===== config.mk =====
export PLATFORM = sky130hd
export DESIGN_NAME = cooccurrence_window_pair_emitter
export DESIGN_NICKNAME = d
export VERILOG_FILES = /design/src/rtl/cwpe_pkg.sv /design/src/rtl/cwpe_hist_ram.sv /design/src/rtl/cooccurrence_window_pair_emitter.sv
export VERILOG_INCLUDE_DIRS = /design/src /design/src/rtl
export SDC_FILE = /design/constraint.sdc
export NUM_CORES = 1
export LEC_CHECK = 0
export ABC_AREA = 1
export BUFFER_PORTS_ARGS = -buffer_cell sky130_fd_sc_hd__buf_2
export CAP_MARGIN = 20
export CELL_PAD_IN_SITES_DETAIL_PLACEMENT = 1
export CELL_PAD_IN_SITES_GLOBAL_PLACEMENT = 1
export CORE_MARGIN = 3
export CORE_UTILIZATION = 25
export CTS_CLUSTER_SIZE = 40
export DETAILED_ROUTE_END_ITERATION = 16
export PLACE_DENSITY_LB_ADDON = 0.12
export SYNTH_ARGS = -nofsm -noshare
export SYNTH_HDL_FRONTEND = slang
export SYNTH_SLANG_ARGS = --single-unit
export TNS_END_PERCENT = 5

===== constraint.sdc =====
create_clock -name i_clk -period 10.7 [get_ports i_clk]
set_input_delay 0.535 -clock i_clk [delete_from_list [all_inputs] [get_ports i_clk]]
set_output_delay 0.535 -clock i_clk [all_outputs]
set_load 0.01 [all_outputs]

===== src/rtl/cooccurrence_window_pair_emitter_macros.svh =====
// Assertion macros shared by the cooccurrence pair emitter RTL.
`ifndef COOCCURRENCE_WINDOW_PAIR_EMITTER_MACROS_SVH
`define COOCCURRENCE_WINDOW_PAIR_EMITTER_MACROS_SVH

// Same-cycle implication, sampled on i_clk, off during reset.
`define CWPE_ASSERT_IMPL(lbl, pre, post, msg) \
    lbl: assert property (@(posedge i_clk) disable iff (!i_rst_n) (pre) |-> (post)) \
        else $error(msg);

// Next-cycle implication, sampled on i_clk, off during reset.
`define CWPE_ASSERT_NEXT(lbl, pre, post, msg) \
    lbl: assert property (@(posedge i_clk) disable iff (!i_rst_n) (pre) |=> (post)) \
        else $error(msg);

`endif


===== src/rtl/cwpe_pkg.sv =====
// Types, codes and constants of the cooccurrence pair emitter.
`timescale 1ns / 1ps
package cwpe_pkg;

    localparam int WINDOW_MAX_DEF = 16;
    localparam int ID_W           = 32;
    localparam int WIN_W          = 5;
    localparam int WEIGHT_W       = 17;
    localparam int CMD_W          = 2;
    localparam int IN_TUSER_W     = 3;
    localparam int IN_TDATA_W     = 32;
    localparam int OUT_TDATA_W    = 88;
    localparam int OUT_PAD_W      = OUT_TDATA_W - 2 * ID_W - WEIGHT_W;
    localparam int CFG_IDX_W      = 1;
    localparam int RECIP_DEPTH    = 32;

    localparam logic [WIN_W-1:0] WINDOW_RESET = 5'd15;

    typedef enum logic [CMD_W-1:0] {
        CMD_WORD       = 2'd0,
        CMD_SENT_START = 2'd1,
        CMD_SENT_END   = 2'd2,
        CMD_NEW_DOC    = 2'd3
    } t_cmd;

    localparam logic [CFG_IDX_W-1:0] REG_WINDOW_SIZE   = 1'b0;
    localparam logic [CFG_IDX_W-1:0] REG_BREAK_ON_TAGS = 1'b1;

    // round(65536 / d), entry d-1
    localparam logic [WEIGHT_W-1:0] RECIP_TABLE [0:RECIP_DEPTH-1] = '{
        17'd65536, 17'd32768, 17'd21845, 17'd16384,
        17'd13107, 17'd10923, 17'd9362,  17'd8192,
        17'd7282,  17'd6554,  17'd5958,  17'd5461,
        17'd5041,  17'd4681,  17'd4369,  17'd4096,
        17'd3855,  17'd3641,  17'd3449,  17'd3277,
        17'd3121,  17'd2979,  17'd2849,  17'd2731,
        17'd2621,  17'd2521,  17'd2427,  17'd2341,
        17'd2260,  17'd2185,  17'd2114,  17'd2048
    };

endpackage


===== src/rtl/cwpe_hist_ram.sv =====
// History id memory: one write port, one registered read port.
`timescale 1ns / 1ps
module cwpe_hist_ram #(
    parameter int DEPTH = cwpe_pkg::WINDOW_MAX_DEF,
    parameter int AW    = 4
) (
    input  logic                      i_clk,
    input  logic                      i_wr_en,
    input  logic [AW-1:0]             i_wr_addr,
    input  logic [cwpe_pkg::ID_W-1:0] i_wr_data,
    input  logic [AW-1:0]             i_rd_addr,
    output logic [cwpe_pkg::ID_W-1:0] o_rd_data
);
    import cwpe_pkg::*;

    logic [ID_W-1:0] r_mem [0:DEPTH-1];
    logic [ID_W-1:0] r_rd_data;

    always_ff @(posedge i_clk) begin
        if (i_wr_en) begin
            r_mem[i_wr_addr] <= i_wr_data;
        end
    end

    always_ff @(posedge i_clk) begin
        r_rd_data <= r_mem[i_rd_addr];
    end

    assign o_rd_data = r_rd_data;

endmodule


===== src/rtl/cooccurrence_window_pair_emitter.sv =====
// Top level of the cooccurrence window pair emitter.
//
//  channel  | direction | handshake                        | payload
//  ---------+-----------+----------------------------------+------------------------------
//  s_axis   | in        | i_s_axis_tvalid/o_s_axis_tready  | tdata token_id, tuser cmd,vocab
//  m_axis   | out       | o_m_axis_tvalid/i_m_axis_tready  | tdata target,context,weight; tlast
//  cfg      | in        | i_cfg_wr_en                      | i_cfg_index, i_cfg_wdata
//
//  An item that emits nothing is handled in S_IDLE. A counted token over a history of n ids
//  takes one history memory read then two results per id, then one push step.
//  The sequencer walks the history memory one entry per read; a stalled result holds it.
//  Reset is synchronous: history empty, window 15, tag breaking on. No clearing pass.
`timescale 1ns / 1ps
`include "cooccurrence_window_pair_emitter_macros.svh"
module cooccurrence_window_pair_emitter #(
    parameter int WINDOW_MAX = cwpe_pkg::WINDOW_MAX_DEF
) (
    input  logic                             i_clk,
    input  logic                             i_rst_n,
    input  logic                             i_s_axis_tvalid,
    output logic                             o_s_axis_tready,
    // [31:0] token_id
    input  logic [cwpe_pkg::IN_TDATA_W-1:0]  i_s_axis_tdata,
    // [1:0] cmd, [2] in_vocab
    input  logic [cwpe_pkg::IN_TUSER_W-1:0]  i_s_axis_tuser,
    output logic                             o_m_axis_tvalid,
    input  logic                             i_m_axis_tready,
    // [31:0] target_id, [63:32] context_id, [80:64] weight, [87:81] zero
    output logic [cwpe_pkg::OUT_TDATA_W-1:0] o_m_axis_tdata,
    output logic                             o_m_axis_tlast,
    input  logic                             i_cfg_wr_en,
    input  logic [cwpe_pkg::CFG_IDX_W-1:0]   i_cfg_index,
    input  logic [cwpe_pkg::WIN_W-1:0]       i_cfg_wdata
);
    import cwpe_pkg::*;

    localparam int AW = (WINDOW_MAX > 1) ? $clog2(WINDOW_MAX) : 1;
    localparam int CW = $clog2(WINDOW_MAX + 1);
    localparam int SW = CW + 1;
    localparam int EW = 6;

    typedef enum logic [2:0] {
        S_IDLE,
        S_READ,
        S_PAIR_A,
        S_PAIR_B,
        S_PUSH
    } t_state;

    t_state              r_state;
    logic [WIN_W-1:0]    r_window;
    logic                r_break;
    logic [AW-1:0]       r_head;
    logic [CW-1:0]       r_count;
    logic [ID_W-1:0]     r_tid;
    logic [AW-1:0]       r_rd_addr;
    logic [CW-1:0]       r_dist;
    logic                r_out_valid;
    logic [ID_W-1:0]     r_out_target;
    logic [ID_W-1:0]     r_out_context;
    logic [WEIGHT_W-1:0] r_out_weight;
    logic                r_out_last;

    t_cmd                in_cmd;
    logic                in_vocab;
    logic                in_fire;
    logic                in_clear;
    logic                in_counted;
    logic                in_walk;
    logic                out_free;
    logic                out_emit;
    logic [ID_W-1:0]     rd_data;
    logic [EW-1:0]       w_eff;
    logic                hist_full;
    logic                do_push;
    logic                wr_en;
    logic [AW-1:0]       wr_addr;
    logic [ID_W-1:0]     wr_data;
    logic [AW-1:0]       n_head;
    logic [CW-1:0]       n_count;
    logic [WEIGHT_W-1:0] weight;

    function automatic logic [AW-1:0] wrap_add(input logic [AW-1:0] base,
                                               input logic [CW-1:0] off);
        logic [SW-1:0] sum;
        sum = SW'(base) + SW'(off);
        if (sum >= SW'(WINDOW_MAX)) begin
            sum = sum - SW'(WINDOW_MAX);
        end
        return AW'(sum);
    endfunction

    assign in_cmd   = t_cmd'(i_s_axis_tuser[CMD_W-1:0]);
    assign in_vocab = i_s_axis_tuser[CMD_W];
    assign in_fire  = i_s_axis_tvalid && o_s_axis_tready;
    assign in_clear = (in_cmd == CMD_NEW_DOC) || (r_break && (in_cmd == CMD_SENT_START));
    assign in_counted = in_vocab && (in_cmd != CMD_NEW_DOC) &&
                        !(r_break && ((in_cmd == CMD_SENT_START) ||
                                      (in_cmd == CMD_SENT_END)));
    assign in_walk  = (r_state == S_READ) || (r_state == S_PAIR_A) || (r_state == S_PAIR_B);
    assign out_free = !r_out_valid || i_m_axis_tready;
    assign out_emit = out_free && ((r_state == S_PAIR_A) || (r_state == S_PAIR_B));

    assign w_eff     = (EW'(r_window) > EW'(WINDOW_MAX)) ? EW'(WINDOW_MAX) : EW'(r_window);
    assign hist_full = EW'(r_count) >= w_eff;
    assign do_push   = (r_state == S_PUSH) ||
                       ((r_state == S_IDLE) && in_fire && in_counted && (r_count == '0));
    assign wr_en     = do_push && !(hist_full && (r_count == '0));
    assign wr_addr   = wrap_add(r_head, r_count);
    assign wr_data   = (r_state == S_PUSH) ? r_tid : i_s_axis_tdata;
    assign n_head    = hist_full ? wrap_add(r_head, CW'(1)) : r_head;
    assign n_count   = hist_full ? r_count : r_count + CW'(1);
    assign weight    = RECIP_TABLE[5'(r_dist - CW'(1))];

    cwpe_hist_ram #(
        .DEPTH (WINDOW_MAX),
        .AW    (AW)
    ) u_hist_ram (
        .i_clk     (i_clk),
        .i_wr_en   (wr_en),
        .i_wr_addr (wr_addr),
        .i_wr_data (wr_data),
        .i_rd_addr (r_rd_addr),
        .o_rd_data (rd_data)
    );

    always_ff @(posedge i_clk) begin
        if (!i_rst_n) begin
            r_state     <= S_IDLE;
            r_window    <= WINDOW_RESET;
            r_break     <= 1'b1;
            r_head      <= '0;
            r_count     <= '0;
            r_out_valid <= 1'b0;
        end else begin
            if (i_cfg_wr_en) begin
                unique case (i_cfg_index)
                    REG_WINDOW_SIZE:   r_window <= i_cfg_wdata;
                    REG_BREAK_ON_TAGS: r_break  <= i_cfg_wdata[0];
                endcase
            end
            if (out_emit) begin
                r_out_valid <= 1'b1;
            end else if (i_m_axis_tready) begin
                r_out_valid <= 1'b0;
            end
            if (wr_en) begin
                r_head  <= n_head;
                r_count <= n_count;
            end
            unique case (r_state)
                S_IDLE: begin
                    if (in_fire) begin
                        r_tid     <= i_s_axis_tdata;
                        r_rd_addr <= r_head;
                        r_dist    <= r_count;
                        if (in_clear) begin
                            r_count <= '0;
                        end else if (in_counted && (r_count != '0)) begin
                            r_state <= S_READ;
                        end
                    end
                end
                S_READ: begin
                    r_state <= S_PAIR_A;
                end
                S_PAIR_A: begin
                    if (out_free) begin
                        r_out_target  <= r_tid;
                        r_out_context <= rd_data;
                        r_out_weight  <= weight;
                        r_out_last    <= 1'b0;
                        r_state       <= S_PAIR_B;
                    end
                end
                S_PAIR_B: begin
                    if (out_free) begin
                        r_out_target  <= rd_data;
                        r_out_context <= r_tid;
                        r_out_weight  <= weight;
                        r_out_last    <= (r_dist == CW'(1));
                        if (r_dist == CW'(1)) begin
                            r_state <= S_PUSH;
                        end else begin
                            r_dist    <= r_dist - CW'(1);
                            r_rd_addr <= wrap_add(r_rd_addr, CW'(1));
                            r_state   <= S_READ;
                        end
                    end
                end
                S_PUSH: begin
                    r_state <= S_IDLE;
                end
                default: begin
                    r_state <= S_IDLE;
                end
            endcase
        end
    end

    assign o_s_axis_tready = (r_state == S_IDLE);
    assign o_m_axis_tvalid = r_out_valid;
    assign o_m_axis_tdata  = {{OUT_PAD_W{1'b0}}, r_out_weight, r_out_context, r_out_target};
    assign o_m_axis_tlast  = r_out_last;

    `CWPE_ASSERT_IMPL(a_count_bound, 1'b1, int'(r_count) <= WINDOW_MAX, "history count overflow")
    `CWPE_ASSERT_IMPL(a_head_bound, 1'b1, int'(r_head) < WINDOW_MAX, "history head out of range")
    `CWPE_ASSERT_IMPL(a_dist_range, in_walk, (r_dist != '0) && (r_dist <= r_count), "bad distance")
    `CWPE_ASSERT_NEXT(a_push_done, r_state == S_PUSH, r_state == S_IDLE, "push did not return")

endmodule

==> out/metrics.cfg, run 1 <==
[floorplan]
die_height_um=338
start_util_pct=25.3
die_w_um=338
design.core.area_um2=109000
ioPinCount=137
core_rows=121
die_area_um2=114000

[cells_and_area]
nFillCells=11800
final_nets=2486
num_antenna_cells=0
layout_commonest_cell=sky130_fd_sc_hd__edfxtp_1
layout.cells.most_common_list=635 x sky130_fd_sc_hd__edfxtp_1, 419 x sky130_fd_sc_hd__nor2_1, 357 x sky130_fd_sc_hd__o21ai_0, 241 x sky130_fd_sc_hd__nand2_1, 132 x sky130_fd_sc_hd__o211ai_1
flow.area_growth_from_synthesis_pct=19.3
final_layout_size_suffix_gt1_share_pct=13.9

[worst_setup_path]
worstPathArrival_ns=4.11
critPathMaxFanout=22
critical_path_class=flip-flop to flip-flop
worst_ep_required_time_ns=10.97
critPathCaptureType=flip-flop
cp-start-kind=flip-flop

[sta]
tightest_slew_ns=0.988
clock_skew_after_layout_ns=0.0208
timing.final.setup_violations=0
grt_setup_unrepaired=false
report.final.slew_viol_count=0
timing.max_slew.rel_slack_pct=34.1
final_min_period_over_clock_period_pct=35.8
timing.final.ws_setup_ns=6.87
period_minus_slack_ns=3.83
final_hold_viol_count=0
final.setup.tns_ns=0
fmaxAchievable_ghz=0.261

[global_route]
grt_max_degree=184
combined_global_route_utilization_of_all_metal_layers_pct=14.7
overflow=0
grt_first_pass_wirelength_um=128000
initial_antenna_violation_count=4
grt_pass1_vias=18900

[route]
drt-pass1-iter-count=5
route.final.wire_length_um=85100
antenna_violating_nets_post_route=0
drc=0
routedWlPerCell_um=21.5
vias_per_cell=4.56
drt_iter0_markers=1102
detailroute.via_count=18000

[clock_tree]
post_cts_buffers=0
numCtsBuffers=80
post_cts_resized=0
clkTransAtPathRegs_ns=0.06
cts_tree=built
clock_sinks=686
cts.htree.levels=3
clock_tree.buffer_depth=3
clk-insertion-delay-late_ns=0.63
ctsHoldBuffers=0
cts.root.buffer_cell=sky130_fd_sc_hd__clkbuf_16

[synth]
synth-seq-area-share_pct=72.8
synth_largest_area_cell=sky130_fd_sc_hd__edfxtp_1
synth.ff_latch_count=686
area_fraction_in_compound_gates_after_synthesis_pct=11.5
synthSimpleGateAreaFrac_pct=10.6
netlist-cell-type-count=30
synth_top_area_share_pct=69.1
largest_family_of_logic_cells_by_synthesized_area=compound AO/OA/AOI/OAI gates
synth-adder-area-share_pct=1.25
mux_share_of_post_synthesis_cell_area_pct=0
syn_area_per_cell_um2=12.1
synthCells=2274
count_of_yosys_warnings_during_synthesis=0
netlist_area_um2=27600
synthXorXnorAreaFrac_pct=0.286
synth.top_cells.by_area=sky130_fd_sc_hd__edfxtp_1 69%, sky130_fd_sc_hd__o21ai_0 6.7%, sky130_fd_sc_hd__nor2_1 5.9%, sky130_fd_sc_hd__dfxtp_1 3.7%, sky130_fd_sc_hd__o211ai_1 3.6%

[place]
gp_congestion=0.796
detailedPlace.worstSlack_ns=6.80
port_buffers=129
detailedPlacementHpwl_um=49400

[pwr]
leakagePower_nw=11.3
power_per_cell_area_nw_per_um2=186
irDropWorstVdd_v=0.000107

[run]
maxCapViolations=0

[min_path]
worst_hold_path_type=primary input to flip-flop

[outcome]
status=finished, final reports clean

==> state kept, by name, summed over array words and instances (netlist names) <==
signal and count:
r_out_context 32, r_out_target 32, r_window 5, u_hist_ram.r_mem 512, r_head 4, r_rd_addr 4
r_state 3, r_count 5, r_dist 5, r_out_weight 17, u_hist_ram.o_rd_data 32, o_m_axis_tvalid 1
r_break 1, o_m_axis_tlast 1, r_tid 32
==> cells by family after synthesis <==
| kind of cell | count (synthesis) |
|---|---|
| compound gates | 567 |
| simple gates | 754 |
| fa+ha+maj | 27 |
| buf+inv | 230 |
| flops | 686 |
| other cells | 1 |
| xor+xnor | 9 |
==> worst max-delay path: stages (launching register included) <==
cell                      delay [ns]
sky130_fd_sc_hd__dfxtp_1        0.33
sky130_fd_sc_hd__o41ai_1        0.52
sky130_fd_sc_hd__nand2_1        0.12
sky130_fd_sc_hd__ha_1           0.30
sky130_fd_sc_hd__nand2_1        0.09
sky130_fd_sc_hd__inv_1          0.05
sky130_fd_sc_hd__nand2_1        0.07
sky130_fd_sc_hd__nand3_1        0.18
sky130_fd_sc_hd__nand2_1        0.11
sky130_fd_sc_hd__nand2_1        0.07
sky130_fd_sc_hd__inv_1          0.23
sky130_fd_sc_hd__nand3_1        0.36
sky130_fd_sc_hd__nor2_4         0.56
sky130_fd_sc_hd__buf_4          0.49
==> where the power goes <==
group / switching, W / internal, W / leakage (nW) / total, W
sequential: 0.0000149 / 0.00295 / 6.15 / 0.00297
clock: 0.00113 / 0.00176 / 1.36 / 0.00290
combinational: 0.000188 / 0.0000658 / 3.75 / 0.000253
total: 0.00133 / 0.00478 / 11.3 / 0.00612
==> layer usage <==
layer	GRT usage (%)	part of all wire, %	vias to the layer above
met2	24.1	47	261
met3	1.99	3.0	91
li1	-	-	8411
met4	3.82	1.6	0
met1	20.4	48	9270
met5	0	0	-
==> cell type report <==
type,count,area (um2),share of cell area [%]
Clock buffer,102,2230,6.77
Clock inverter,47,539,1.64
Multi-Input combinational cell,1364,6740,20.5
Timing Repair Buffer,192,1140,3.47
Sequential cell,686,20100,61.0
Tap cell,1476,1850,5.61
Inverter,89,342,1.04
==> worst paths after layout <==
path              cells past startpoint  slack [ns]                       to          startpoint
setup reg to reg                     13        6.87  u_hist_ram.r_mem[5][30]         r_window[1]
hold reg to reg                       2        0.50              r_window[3]         r_window[3]
hold / removal                        1        0.10                r_tid[17]  i_s_axis_tdata[17]
setup / recovery                     13        6.87  u_hist_ram.r_mem[5][30]         r_window[1]
==> per-stage QoR <==
step                cells  area [um2]  hold WS [ns]  utilization [%]  total power, W
finish               3956       32900         0.105             30.2         0.00612
floorplan            2280       27600         0.450                -         0.00317
detailed placement   3807       30200         0.492             27.6         0.00329
CTS                  3956       32900        0.0392             30.2         0.00622
global placement     3806       30200         0.482             27.6         0.00328
global route         3956       32900        0.0675             30.2         0.00635
==> cell usage after synthesis <==
cell type / number
sky130_fd_sc_hd__o31ai_1: 1
sky130_fd_sc_hd__o21ai_0: 372
sky130_fd_sc_hd__nor3b_1: 1
sky130_fd_sc_hd__nand3_1: 64
sky130_fd_sc_hd__or2_2: 1
sky130_fd_sc_hd__inv_1: 84
sky130_fd_sc_hd__o21ai_1: 39
sky130_fd_sc_hd__nand2_1: 242
sky130_fd_sc_hd__xor2_1: 4
sky130_fd_sc_hd__ha_1: 26
sky130_fd_sc_hd__conb_1: 1
sky130_fd_sc_hd__nor2_1: 437
sky130_fd_sc_hd__fa_1: 1
sky130_fd_sc_hd__nor3_1: 3
sky130_fd_sc_hd__buf_1: 5
sky130_fd_sc_hd__buf_6: 2
sky130_fd_sc_hd__buf_2: 36
sky130_fd_sc_hd__clkbuf_1: 88
sky130_fd_sc_hd__a21oi_1: 19
sky130_fd_sc_hd__clkinv_1: 3
sky130_fd_sc_hd__o41ai_1: 1
sky130_fd_sc_hd__inv_2: 2
sky130_fd_sc_hd__xnor2_1: 5
sky130_fd_sc_hd__dfxtp_1: 51
sky130_fd_sc_hd__buf_4: 10
sky130_fd_sc_hd__nand4_1: 6
sky130_fd_sc_hd__edfxtp_1: 635
sky130_fd_sc_hd__o211ai_1: 132
sky130_fd_sc_hd__o21bai_1: 1
sky130_fd_sc_hd__o22ai_1: 2
Note: power is estimated with default switching activity, not from simulation.
==> run 2: changes to the inputs <==
==> constraint.sdc (replaced) <==
create_clock -name i_clk -period 3.4 [get_ports i_clk]
set_input_delay 0.17 -clock i_clk [delete_from_list [all_inputs] [get_ports i_clk]]
set_output_delay 0.17 -clock i_clk [all_outputs]
set_load 0.01 [all_outputs]
==> out/metrics.cfg, run 2 (synthesis results as in run 1) <==
[cells_and_area]
nFillCells=11800
layout_commonest_cell=sky130_fd_sc_hd__edfxtp_1
final_layout_size_suffix_gt1_share_pct=14.4
largest_register_by_flop_count=u_hist_ram.r_mem
instances_no_fill=4035
flow.area_growth_from_synthesis_pct=22.3
ff_latch_area_um2=20100
largest_register_ffs=512
final_nets=2565
layout.cells.most_common_list=635 x sky130_fd_sc_hd__edfxtp_1, 419 x sky130_fd_sc_hd__nor2_1, 358 x sky130_fd_sc_hd__o21ai_0, 241 x sky130_fd_sc_hd__nand2_1, 132 x sky130_fd_sc_hd__o211ai_1
final_util_pct=30.9
finalInstanceArea_um2=33800
multiInputGateArea_um2=6770

[sta]
tightest_slew_ns=1.09
timing.final.ws_setup_ns=0.277
final_hold_viol_count=0
report.final.slew_viol_count=0
timing.max_slew.rel_slack_pct=27.7
worst_hold_slack_ns=0.0638
final_min_period_over_clock_period_pct=91.9
timing.final.setup_violations=0
period_minus_slack_ns=3.12
grt_setup_unrepaired=false
clock_skew_after_layout_ns=0.0195
fmaxAchievable_ghz=0.320

[pwr]
p_switching_w=0.00419
cellInternalPower_w=0.0145
power.share.switching_pct=22.4
irDropWorstVdd_v=0.000296
power_frac_comb_pct=4.9
leakagePower_nw=11.6
power_frac_clock_pct=45.2
sequential_share_of_power_pct=49.9
power_per_cell_area_nw_per_um2=555

[route]
routedWlPerCell_um=22.2
drc=0
detailroute.via_count=18300
route.final.wire_length_um=89700
vias_per_cell=4.54
drt_iter0_markers=1268
drt-pass1-iter-count=5
antenna_violating_nets_post_route=0

[floorplan]
die_height_um=338
core_rows=121
start_util_pct=25.3
die_area_um2=114000
ioPinCount=137
die_w_um=338
design.core.area_um2=109000

[min_path]
hold-path-cell-count=4
worst_hold_path_type=primary input to flip-flop

[worst_setup_path]
critical_path_class=flip-flop to flip-flop
critPathMaxFanout=24
reg2regPathDepth=13
cp-start-kind=flip-flop
worst_ep_required_time_ns=3.72
worstPathArrival_ns=3.44
critPathCaptureType=flip-flop

[place]
placedCellCount=3836
detailedPlace.worstSlack_ns=0.0194
port_buffers=129
placed_area_um2=30700
gp_congestion=0.794
detailedPlacementHpwl_um=57500

[global_route]
grt_first_pass_wirelength_um=133000
initial_antenna_violation_count=4
grt_pass1_vias=19400
combined_global_route_utilization_of_all_metal_layers_pct=15.5
overflow=0
grt_max_degree=142

[clock_tree]
clock_tree.buffer_depth=3
clkTransAtPathRegs_ns=0.06
numCtsBuffers=79
cts_tree=built
post_cts_buffers=0
clock_sinks=686
cts.root.buffer_cell=sky130_fd_sc_hd__clkbuf_16
clk-insertion-delay-late_ns=0.64
cts.htree.levels=3

[outcome]
status=finished, final reports clean

[run]
maxCapViolations=0

## run 2: cell count changes in the layout (fill, tap and decap cells not counted), sizes merged
cell	previous run	this run
clkinv	33	29
bufinv	12	7
inv	89	91
buf	192	224
clkbuf	102	107
dlygate4sd3	0	48
diode	0	1
## run 2: power groups by stage
stage	Sequential [W]	Combinational (W)	Clock, W
floorplan	0.00950	0.000463	0
global placement	0.00952	0.000872	0
detailed placement	0.00952	0.000883	0
CTS	0.00934	0.000931	0.00877
global route	0.00935	0.00102	0.00911
finish	0.00934	0.000908	0.00847
## run 2: worst max-delay path, stage by stage, from the launching register on
cell and delay [ns]:
sky130_fd_sc_hd__dfxtp_1 0.34, sky130_fd_sc_hd__o41ai_2 0.48, sky130_fd_sc_hd__nand2_1 0.13, sky130_fd_sc_hd__ha_1 0.30, sky130_fd_sc_hd__nand2_1 0.08, sky130_fd_sc_hd__inv_1 0.04, sky130_fd_sc_hd__nand2_1 0.07, sky130_fd_sc_hd__nand3_1 0.18
sky130_fd_sc_hd__nand2_1 0.11, sky130_fd_sc_hd__nand2_1 0.07, sky130_fd_sc_hd__inv_1 0.25, sky130_fd_sc_hd__nand3_2 0.27, sky130_fd_sc_hd__nor2_4 0.22, sky130_fd_sc_hd__buf_12 0.23
## run 2: path summary, 6_finish.rpt
check                            startpoint                      end  slack [ns]
worst max-delay path            r_window[1]  u_hist_ram.r_mem[3][19]        0.28
worst min-delay path            i_cfg_index              r_window[4]        0.06
worst max register to register  r_window[1]  u_hist_ram.r_mem[3][19]        0.28
worst min register to register   r_count[0]               r_count[0]        0.53
## run 2: cell type report
cell class / instances / share of cell area [%]
Clock inverter: 40 / 1.24
Timing Repair Buffer: 272 / 6.37
Inverter: 89 / 1.01
Clock buffer: 107 / 6.32
Antenna cell: 1 / 0.00741
Sequential cell: 686 / 59.5
Multi-Input combinational cell: 1364 / 20.1
Tap cell: 1476 / 5.47
## run 2: per-layer routing
layer	vias up	GRT usage [%]	part of all wire, %
met5	-	0	0
met4	0	3.86	1.7
met3	97	2.17	3.2
met2	276	25.9	48
met1	9364	21.1	47
li1	8576	-	-
## run 2: what timing repair did
item                                    in CTS  in global routing
hold endpoints to repair                    44                  0
endpoints found under the setup margin       0                263
resized for setup                            0                  3
hold buffers                                48                  0
## run 2: metrics by stage
| stage | power [W] | TNS, ns |
|---|---|---|
| after floorplan | 0.00997 | -107.67 |
| after global placement | 0.0104 | 0 |
| after detailed placement | 0.0104 | 0 |
| after CTS | 0.0190 | 0 |
| after global routing | 0.0195 | 0 |
| final | 0.0187 | 0 |
